[config.mk]
export PLATFORM = sky130hd
export DESIGN_NAME = svq_div
export DESIGN_NICKNAME = d
export VERILOG_FILES = /design/src/hw/rtl/svq_pkg.sv /design/src/hw/rtl/svq_div.sv
export SDC_FILE = /design/constraint.sdc
export NUM_CORES = 1
export LEC_CHECK = 0
export BUFFER_PORTS_ARGS = -buffer_cell sky130_fd_sc_hd__buf_2
export CORE_MARGIN = 1.5
export CORE_UTILIZATION = 55
export CTS_CLUSTER_DIAMETER = 120
export CTS_CLUSTER_SIZE = 8
export DETAILED_ROUTE_END_ITERATION = 8
export GPL_TIMING_DRIVEN = 0
export HOLD_SLACK_MARGIN = 0.06
export PLACE_DENSITY = 0.72
export SYNTH_ARGS = -nofsm -noshare
export SYNTH_HDL_FRONTEND = slang
export SYNTH_SLANG_ARGS = --single-unit
[constraint.sdc]
create_clock -name clk -period 13.5 [get_ports clk]
set_input_delay 1.35 -clock clk [delete_from_list [all_inputs] [get_ports clk]]
set_output_delay 1.35 -clock clk [all_outputs]
set_load 0.005 [all_outputs]
[src/hw/rtl/svq_pkg.sv]
// Shared types, constants and helpers for the sprite quad vertex setup block.
// Used by svq_cordic, svq_div and sprite_quad_vertex_setup.
package svq_pkg;

  localparam int COORD_FRAC_BITS = 4;
  localparam int ANGLE_BITS      = 16;

  localparam int CORDIC_STEPS  = 24;
  localparam int CORDIC_STAGES = CORDIC_STEPS / 2;
  localparam int CORDIC_LAT    = CORDIC_STAGES + 1;
  localparam int CW            = 34;
  localparam int ZW            = 32;

  localparam logic signed [CW-1:0] CORDIC_GAIN_INV = CW'(652032874);
  localparam logic signed [CW-1:0] ONE_Q30         = CW'(1073741824);

  localparam logic [29:0] ATAN_TURN [CORDIC_STEPS] = '{
    30'd536870912, 30'd316933406, 30'd167458907, 30'd85004756, 30'd42667331,
    30'd21354465, 30'd10679838, 30'd5340245, 30'd2670163, 30'd1335087,
    30'd667544, 30'd333772, 30'd166886, 30'd83443, 30'd41722, 30'd20861,
    30'd10430, 30'd5215, 30'd2608, 30'd1304, 30'd652, 30'd326, 30'd163, 30'd81
  };

  localparam int QW         = 16;
  localparam int DEN_W      = 14;
  localparam int NUM_W      = 32;
  localparam int DIV_STAGES = QW / 2;
  localparam int DIV_LAT    = DIV_STAGES + 1;

  localparam int VP_SHIFT  = 16 + COORD_FRAC_BITS;
  localparam int TEX_NUM_W = 17 + 14 - COORD_FRAC_BITS + 1;
  localparam int CXQ_W     = 18;
  localparam int PROD_W    = CW + 17;
  localparam int P_W       = 52;

  localparam logic [QW-1:0] NDC_X_FLIP = 16'h8000;
  localparam logic [QW-1:0] NDC_Y_FLIP = 16'h7FFF;

  localparam int VERTS = 6;
  localparam logic [2:0] LAST_IDX = 3'(VERTS - 1);

  localparam int CFG_IDX_W = 3;

  typedef enum logic [CFG_IDX_W-1:0] {
    REG_VIEWPORT_WIDTH  = 3'd0,
    REG_VIEWPORT_HEIGHT = 3'd1,
    REG_TEXTURE_WIDTH   = 3'd2,
    REG_TEXTURE_HEIGHT  = 3'd3
  } cfg_reg_e;

  localparam logic [DEN_W-1:0] VIEWPORT_WIDTH_RST  = 14'd1280;
  localparam logic [DEN_W-1:0] VIEWPORT_HEIGHT_RST = 14'd720;
  localparam logic [DEN_W-1:0] TEXTURE_WIDTH_RST   = 14'd256;
  localparam logic [DEN_W-1:0] TEXTURE_HEIGHT_RST  = 14'd256;

  typedef struct packed {
    logic signed [15:0] dest_x;
    logic signed [15:0] dest_y;
    logic [15:0]        dest_w;
    logic [15:0]        dest_h;
    logic [31:0]        tint_rgba;
    logic [15:0]        turn;
    logic [15:0]        src_x;
    logic [15:0]        src_y;
    logic [15:0]        src_w;
    logic [15:0]        src_h;
  } sprite_t;

  typedef struct packed {
    logic signed [15:0] ndc_x;
    logic signed [15:0] ndc_y;
    logic [31:0]        vertex_rgba;
    logic [15:0]        tex_u;
    logic [15:0]        tex_v;
    logic               last_vertex;
  } vertex_t;

  function automatic logic [1:0] corner_of(logic [2:0] idx);
    logic [1:0] c;
    unique case (idx)
      3'd0:    c = 2'd0;
      3'd1:    c = 2'd1;
      3'd2:    c = 2'd2;
      3'd3:    c = 2'd2;
      3'd4:    c = 2'd1;
      3'd5:    c = 2'd3;
      default: c = 2'd0;
    endcase
    return c;
  endfunction

endpackage

[src/hw/rtl/svq_div.sv]
// Pipelined restoring divider with a 16-bit saturating quotient.
// Entry stage classifies range, then two quotient bits per stage. Depends on svq_pkg.
module svq_div (
  input  logic                             clk,
  input  logic signed [svq_pkg::NUM_W-1:0] num,
  input  logic [svq_pkg::DEN_W-1:0]        den,
  output logic [svq_pkg::QW-1:0]           quo
);

  localparam int RW = svq_pkg::DEN_W + svq_pkg::QW;

  typedef struct packed {
    logic                    lo;
    logic                    hi;
    logic [RW-1:0]           rem;
    logic [svq_pkg::QW-1:0]  q;
  } dstage_t;

  function automatic dstage_t div_step(dstage_t s, logic [svq_pkg::DEN_W-1:0] d,
                                       int unsigned k);
    dstage_t       r;
    logic [RW-1:0] dk;
    r  = s;
    dk = RW'(d) << k;
    if (s.rem >= dk) begin
      r.rem  = s.rem - dk;
      r.q[k] = 1'b1;
    end
    return r;
  endfunction

  dstage_t stg [svq_pkg::DIV_STAGES+1];

  always_ff @(posedge clk) begin
    stg[0].lo  <= num[svq_pkg::NUM_W-1];
    stg[0].hi  <= !num[svq_pkg::NUM_W-1] &&
                  (num[svq_pkg::NUM_W-2:0] >=
                   (svq_pkg::NUM_W-1)'(RW'(den) << svq_pkg::QW));
    stg[0].rem <= num[RW-1:0];
    stg[0].q   <= '0;
  end

  for (genvar j = 1; j <= svq_pkg::DIV_STAGES; j++) begin : g_stage
    always_ff @(posedge clk) begin
      stg[j] <= div_step(div_step(stg[j-1], den, svq_pkg::QW - 2 * j + 1), den,
                         svq_pkg::QW - 2 * j);
    end
  end

  assign quo = stg[svq_pkg::DIV_STAGES].lo ? '0 :
               stg[svq_pkg::DIV_STAGES].hi ? '1 : stg[svq_pkg::DIV_STAGES].q;

endmodule

==> flow_summary.json, run 1 <==
{
  "cts_tree": "done",
  "slew_violations": 0,
  "vias": 20000,
  "routabilityCongestion": 0.929,
  "cts_setup_buffers": 0,
  "yosysSeqAreaShare_pct": 29.5,
  "die_w_um": 205,
  "cp.arrival_ps": 9090,
  "synth_edf_count": 0,
  "largest_reg_flops": 330,
  "outcome": "complete, no violations",
  "p_switching_mw": 3.29,
  "grt_overflow": 0,
  "vdd_ir_drop_max_v": 0.000156,
  "viasPerCell": 6.12,
  "crit_fanout": 17,
  "io_buffers": 62,
  "synth-main-ff-cell": "dfxtp_1",
  "hp-class": "reg -> reg",
  "routed_wl_mm": 61.3,
  "rows": 73,
  "internal_power_mw": 4.05,
  "cts_buffers": 47,
  "fin_nets": 3038,
  "async_reset_ff_share_pct": 0,
  "seq_power_share_pct": 21.1,
  "setup_tns_ps": 0,
  "grt_setup_unrepaired": "false",
  "cp_top_family": "buffers and inverters",
  "holdWs_ps": 318,
  "synth_area_um2": 22400,
  "ant_nets": 0,
  "area_delta_synth_final_pct": 9.95,
  "dp.final_hpwl_mm": 45.8,
  "clkLatencyLatePin_ps": 580,
  "clk_pin_slew_ps": 50,
  "drt_iter0_drc": 1465,
  "period_minus_slack_ps": 8630,
  "maxCapViolCount": 0,
  "netSwitchingFraction_pct": 44.9,
  "track_usage_pct": 28.9,
  "cp-end-kind": "flop",
  "wl_per_cell_um": 18.8,
  "max_clock_freq_mhz": 116,
  "synthesis.nets": 2927,
  "dr.pass1.iters": 6,
  "setup_violations": 0,
  "relSlewSlack_pct": 6.16,
  "clock_path_buffers": 3,
  "critPathBufInv": 5,
  "drc": 0,
  "worst_slew_pin_slew_ps": 1410,
  "worstSetupPathType": "in -> reg",
  "grt_pass1_wl_mm": 97.3,
  "cp_cell_sequence": "buf_2 -> inv_1 -> ha_1 -> or2_2 -> a311o_1 -> a21oi_1 -> and3_1 -> clkinv_1 -> clkbuf_1 -> nor2_1 -> a21oi_1 -> fa_1 -> a21o_1 -> a21oi_1 -> o21bai_1 -> a21oi_1 -> o221ai_1 -> a31oi_1 -> o21ai_0 -> nor4_1 -> nand4_1 -> nor2_1 -> clkbuf_1 -> mux2_2",
  "cp_slowest_cell": "inv_1",
  "critPathRequiredTime_ps": 13960,
  "io_pins": 63,
  "antenna_found_initial": 1,
  "synth_cell_types": 90,
  "clock_skew_ps": 25.2,
  "hold_viol": 0,
  "num_antenna_cells": 0,
  "htreeDepth": 2,
  "cts_sinks": 330,
  "p_total_mw": 7.34,
  "grt_max_degree": 29,
  "cp-start-kind": "input pin",
  "p_leak_nw": 10.4,
  "die_h_um": 205,
  "top_regs": "stg x330",
  "cpMostUsedCell": "a21oi_1",
  "drive_gt1_share_pct": 9.42,
  "start_util_pct": 56.1,
  "grt_pass1_vias": 19200,
  "floorplan.die_area_um2": 41900,
  "ys_ff_latch": 330,
  "power_frac_comb_pct": 64.7,
  "pwr-share-clk_pct": 14.2,
  "cts_hold_buf": 0,
  "syn_area_per_cell_um2": 8.53,
  "synth_warnings": 0,
  "clock-root-buffer": "clkbuf_16",
  "critPathMaxStageDelay_ps": 990,
  "min_period_over_period_pct": 63.9,
  "syn_inst": 2627,
  "power_density_nw_per_um2": 298,
  "reg2reg_slack_ps": 6280,
  "ctsResizeCount": 0,
  "largest_register": "stg",
  "core_um2": 39900
}
synth_stat cells, types with 6 or more instances:
cell / number / area share [%]
o21ai_0: 135 / 3.0
nor4b_1: 6 / 0.23
a211oi_1: 27 / 0.90
or3_1: 14 / 0.39
o211ai_1: 15 / 0.50
nand2b_1: 33 / 0.92
o31a_1: 7 / 0.27
a211o_1: 8 / 0.31
and2_1: 19 / 0.53
and3_1: 28 / 0.78
inv_1: 121 / 2.0
nor3_1: 62 / 1.4
a21boi_0: 16 / 0.54
o21bai_1: 23 / 0.77
nor4_1: 42 / 1.2
or4_1: 14 / 0.47
nand3_1: 51 / 1.1
o41ai_1: 6 / 0.23
a31oi_1: 22 / 0.61
nand3b_1: 10 / 0.34
dfxtp_1: 330 / 29
nand4_1: 50 / 1.4
nor2_1: 241 / 4.0
a2111oi_0: 9 / 0.35
nor3b_1: 9 / 0.30
mux2i_1: 12 / 0.54
and4_1: 10 / 0.39
mux2_2: 83 / 4.2
xnor2_1: 146 / 5.7
a311oi_1: 6 / 0.23
or2_2: 21 / 0.59
a21oi_1: 253 / 5.7
fa_1: 15 / 1.3
nor2b_1: 42 / 1.2
a21o_1: 66 / 2.2
a31o_2: 7 / 0.27
nand2_1: 150 / 2.5
clkbuf_1: 52 / 0.87
o21a_1: 38 / 1.3
o31ai_1: 19 / 0.64
ha_1: 238 / 13
buf_1: 6 / 0.10
xor2_1: 73 / 2.9
power by group through the flow:
stage               registers [mW]  clock network, mW  logic [mW]
finish                        1.55               1.04        4.75
global route                  1.58               1.10        5.25
CTS                           1.54               1.06        4.69
detailed placement            1.56                  0        4.64
global placement              1.55                  0        4.55
floorplan                     1.47                  0        3.75
worst paths after layout:
path | from | endpoint | depth (start not counted)
setup / recovery | den[12] | stg[0][179] | 24
setup reg to reg | stg[0][210] | stg[0][282] | 23
hold / removal | stg[0][302] | stg[0][350] | 0
hold reg to reg | stg[0][302] | stg[0][350] | 0
cell families (layout without fill, tap and decap cells):
group           Yosys count  after routing  synth area share, %
buf+inv                 185            298                 3.16
fa+ha+maj               253            253                 14.6
compound gates          713            713                 20.2
flops                   330            330                 29.5
simple gates            832            832                 19.2
xor+xnor                219            219                 8.56
mux                      95             95                 4.71
layer usage:
layer / vias to the layer above / routed length (um) / GRT usage (%)
li1: 9762 / - / -
met1: 9481 / 27100 / 36.8
met2: 612 / 28900 / 49.5
met3: 130 / 3620 / 4.66
met4: 0 / 1740 / 9.56
met5: - / 0 / 0
stage by stage:
stage | instances | utilization (%) | worst slack [ps] | area [um^2]
after global placement | 3214 | 58.5 | 4230 | 23400
after global routing | 3265 | 61.7 | 4400 | 24600
after CTS | 3265 | 61.7 | 5050 | 24600
after floorplan | 2627 | - | 6090 | 22400
final | 3265 | 61.7 | 4870 | 24600
after detailed placement | 3214 | 58.5 | 4470 | 23400
cell type report:
cell class | instances | area, um^2
clock buffer | 47 | 1180
timing repair buffer | 62 | 310
clock inverter | 4 | 85.1
fill | 3407 | 15300
tap | 525 | 657
inverter | 123 | 462
multi-input combinational | 2112 | 15100
sequential | 330 | 6610
buffer | 62 | 246
cell usage in the layout (no fill, tap or decap), types with 23 or more instances in the layout:
master,synthesis,layout
clkbuf_16,0,47
inv_1,121,120
and3_1,28,28
xor2_1,73,73
nand2_1,150,150
o21bai_1,23,23
nor2_1,241,241
a21oi_1,253,253
nor4_1,42,42
buf_2,2,64
mux2_2,83,83
nor3_1,62,62
ha_1,238,238
a211oi_1,27,27
a21o_1,66,66
nand4_1,50,50
dfxtp_1,330,330
o21ai_0,135,135
nand3_1,51,51
o21a_1,38,38
nor2b_1,42,42
xnor2_1,146,146
nand2b_1,33,33
clkbuf_1,52,52
worst reg2reg max path, delay by kind of cell (launching register included):
family                     cells  cell delay [ps]
AOI/OAI and AO/OA              9             2060
DFF                            1              300
adders and majority gates      1              360
buffers and inverters          5             1620
and+or+nand+nor                7             2340
muxes                          1              430
Power figures use the tool's default switching activity.
==> run 2: changes to the inputs <==
--- a/config.mk
+++ b/config.mk
@@ -5,6 +5,7 @@
 export SDC_FILE = /design/constraint.sdc
 export NUM_CORES = 1
 export LEC_CHECK = 0
+export ABC_AREA = 1
 export BUFFER_PORTS_ARGS = -buffer_cell sky130_fd_sc_hd__buf_2
 export CORE_MARGIN = 1.5
 export CORE_UTILIZATION = 55
@@ -13,7 +14,7 @@
 export DETAILED_ROUTE_END_ITERATION = 8
 export GPL_TIMING_DRIVEN = 0
 export HOLD_SLACK_MARGIN = 0.06
-export PLACE_DENSITY = 0.72
+export PLACE_DENSITY = 0.74
 export SYNTH_ARGS = -nofsm -noshare
 export SYNTH_HDL_FRONTEND = slang
 export SYNTH_SLANG_ARGS = --single-unit
==> constraint.sdc (replaced) <==
create_clock -name clk -period 7.75 [get_ports clk]
set_input_delay 0.775 -clock clk [delete_from_list [all_inputs] [get_ports clk]]
set_output_delay 0.775 -clock clk [all_outputs]
set_load 0.005 [all_outputs]
==> flow_summary.json, run 2 <==
{
  "fin_nets": 4534,
  "synth_warnings": 0,
  "power_density_nw_per_um2": 497,
  "floorplan.die_area_um2": 48700,
  "synth_edf_count": 0,
  "min_period_over_period_pct": 82.4,
  "clk_pin_slew_ps": 50,
  "final_common_cell": "nand2_1",
  "clock-root-buffer": "clkbuf_16",
  "routabilityCongestion": 0.967,
  "worst_hold_path.endpoint": "stg[0][31]",
  "routed_wl_mm": 73.2,
  "cts_buffers": 47,
  "seq_power_share_pct": 19.2,
  "violations": "max-capacitance violations",
  "p_switching_mw": 7.20,
  "syn_inst": 4123,
  "cp-end-kind": "flop",
  "drive_gt1_share_pct": 5.88,
  "reg2reg_slack_ps": 2390,
  "setup_tns_ps": 0,
  "dp.final_hpwl_mm": 57.0,
  "fill_cells": 4570,
  "setup_violations": 0,
  "grt_overflow": 0,
  "htreeDepth": 2,
  "ctsResizeCount": 0,
  "synthAdderAreaFrac_pct": 12.6,
  "synth_cell_types": 50,
  "die_w_um": 221,
  "slew_violations": 0,
  "yosysTopAreaCellShare_pct": 25.3,
  "syn_area_per_cell_um2": 6.33,
  "synth_common_cells": "nand2_1 (1,307), inv_1 (546), nor2_1 (406), dfxtp_1 (330), nand3_1 (271)",
  "viasPerCell": 5.36,
  "largest_register": "stg",
  "hold_path_startpoint": "num[15]",
  "top_regs": "stg x330",
  "vias": 26000,
  "cts_sinks": 330,
  "pwr-share-clk_pct": 13.0,
  "clock_path_buffers": 3,
  "synth_area_leaders": "dfxtp_1 (25%), nand2_1 (19%), ha_1 (11%)",
  "cts_setup_buffers": 0,
  "crit_fanout": 17,
  "worst_r2r_endpoint": "stg[0][184]",
  "ys_ff_latch": 330,
  "synth_area_um2": 26100,
  "drt_iter0_drc": 1915,
  "synthMuxAreaShare_pct": 0,
  "synth_top_family_by_area": "simple AND/OR/NAND/NOR gates",
  "rows": 79,
  "worst_slew_pin_slew_ps": 1460,
  "async_reset_ff_share_pct": 0,
  "cts_tree": "done",
  "wl_per_cell_um": 15.1,
  "yosys.area.top_type": "dfxtp_1",
  "yosysSeqAreaShare_pct": 25.3,
  "antenna_found_initial": 0,
  "period_minus_slack_ps": 6390,
  "p_total_mw": 14.1,
  "cp.arrival_ps": 6820,
  "area_delta_synth_final_pct": 8.99,
  "cts_hold_buf": 0,
  "rr_startpoint": "stg[0][136]",
  "grt_setup_unrepaired": "false",
  "io_pins": 63,
  "synth.most_common_cell": "nand2_1",
  "netSwitchingFraction_pct": 51.0,
  "hp-class": "in -> reg",
  "synth-main-ff-cell": "dfxtp_1",
  "max_clock_freq_mhz": 157,
  "core_um2": 46700,
  "synth_xor_area_share_pct": 5.67,
  "grt_max_degree": 29,
  "maxCapViolCount": 1,
  "grt_pass1_vias": 23500,
  "track_usage_pct": 30.0,
  "clock_skew_ps": 53.2,
  "die_h_um": 221,
  "hold_viol": 0,
  "vdd_ir_drop_max_v": 0.000394,
  "ff2ff_path_depth": 25,
  "power_frac_comb_pct": 67.8,
  "critPathRequiredTime_ps": 8180,
  "clkLatencyLatePin_ps": 600,
  "hold_depth": 1,
  "internal_power_mw": 6.92,
  "outcome": "complete, but fails checks",
  "worstSetupPathType": "in -> reg",
  "synth_compound_area_share_pct": 11.3,
  "ant_nets": 0,
  "largest_reg_flops": 330,
  "mostFrequentLayoutCells": "nand2_1 (1,307), inv_1 (545), nor2_1 (406), dfxtp_1 (330), nand3_1 (271)",
  "synthesis.nets": 4423,
  "drc": 0,
  "p_leak_nw": 14.7,
  "grt_pass1_wl_mm": 117,
  "io_buffers": 62,
  "num_antenna_cells": 0,
  "cp-start-kind": "input pin",
  "synth_simple_gate_area_share_pct": 35.9,
  "dr.pass1.iters": 7,
  "start_util_pct": 55.9,
  "relSlewSlack_pct": 2.36
}
## run 2: changes by cell type in the layout (fill, tap and decap cells not counted), moves of 29 or more
cell,previous run,this run
a21o_1,66,13
nand4_1,50,79
nor2b_1,42,0
clkbuf_1,52,19
nor2_1,241,406
inv_1,120,545
mux2_2,83,0
xnor2_1,146,79
o21ai_0,135,209
nand3_1,51,271
a21oi_1,253,212
nor4_1,42,11
nand2b_1,33,1
nand2_1,150,1307
## run 2: power by group through the flow
stage | Sequential, mW | Combinational (mW) | Clock, mW
2_1_floorplan | 2.57 | 7.61 | 0
5_1_grt | 2.75 | 10.9 | 1.94
3_3_place_gp | 2.73 | 9.31 | 0
6_report | 2.71 | 9.57 | 1.84
3_5_place_dp | 2.73 | 9.39 | 0
4_1_cts | 2.70 | 9.46 | 1.86
## run 2: cell type report
cell class                 instances  area, um^2  area share [%]
inverter                         561        2110            7.41
timing repair buffer              62         310            1.09
multi-input combinational       3181       17100            60.0
clock inverter                     4        98.8           0.348
tap                              607         759            2.67
clock buffer                      47        1180            4.14
sequential                       330        6610            23.2
buffer                            51         305            1.07
## run 2: worst max-delay path by stage
| stage | from | endpoint | slack [ps] | cells past startpoint |
|---|---|---|---|---|
| floorplan | den[1] | stg[0][180] | 2470 | 29 |
| global placement | den[1] | stg[0][186] | 860 | 28 |
| detailed placement | den[13] | stg[0][186] | 990 | 27 |
| CTS | den[13] | stg[0][186] | 1560 | 27 |
| global route | den[13] | stg[0][181] | 940 | 29 |
| finish | den[13] | stg[0][184] | 1360 | 27 |
## run 2: per-stage QoR
step           hold slack [ps]  cell area [um^2]  setup WS, ps  util (%)  instances
6_report                   282             28400          1360      60.9       4843
5_1_grt                    268             28400           943      60.9       4843
4_1_cts                    265             28400          1560      60.9       4843
3_5_place_dp               312             27200           991      58.2       4792
3_3_place_gp               310             27200           856      58.2       4792
2_1_floorplan              310             26100          2470         -       4123
## run 2: routing by layer
metal | global-route usage (%) | vias to the layer above | part of all wire, %
met2 | 50.2 | 708 | 45
li1 | - | 13500 | -
met5 | 0 | - | 0
met3 | 5.20 | 108 | 6.3
met1 | 39.3 | 11600 | 46
met4 | 8.92 | 0 | 2.6
## run 2: kinds of logic after synthesis
logic type | count (synthesis)
DFF | 330
buffers and inverters | 612
xor gates and xnor gates | 169
AOI/OAI and AO/OA | 534
adders and majority gates | 253
and+or+nand+nor | 2225
## run 2: worst max-delay path: stages
cell and delay [ps]:
buf_2 100, inv_1 1030, ha_1 390, inv_1 90, nor2_1 140, nand2_1 90
nor2_1 210, nand2_1 80, nor3_1 340, nor2_1 130, nand2_2 130, buf_6 160
inv_1 70, clkbuf_1 210, o31ai_1 360, ha_1 360, a21oi_1 170, nand2_1 100
a21oi_1 300, o21ai_0 250, a21oi_1 320, nand3_1 140, nor2_1 160, nand2_1 130
nor2_4 240, buf_4 220, a21oi_1 70
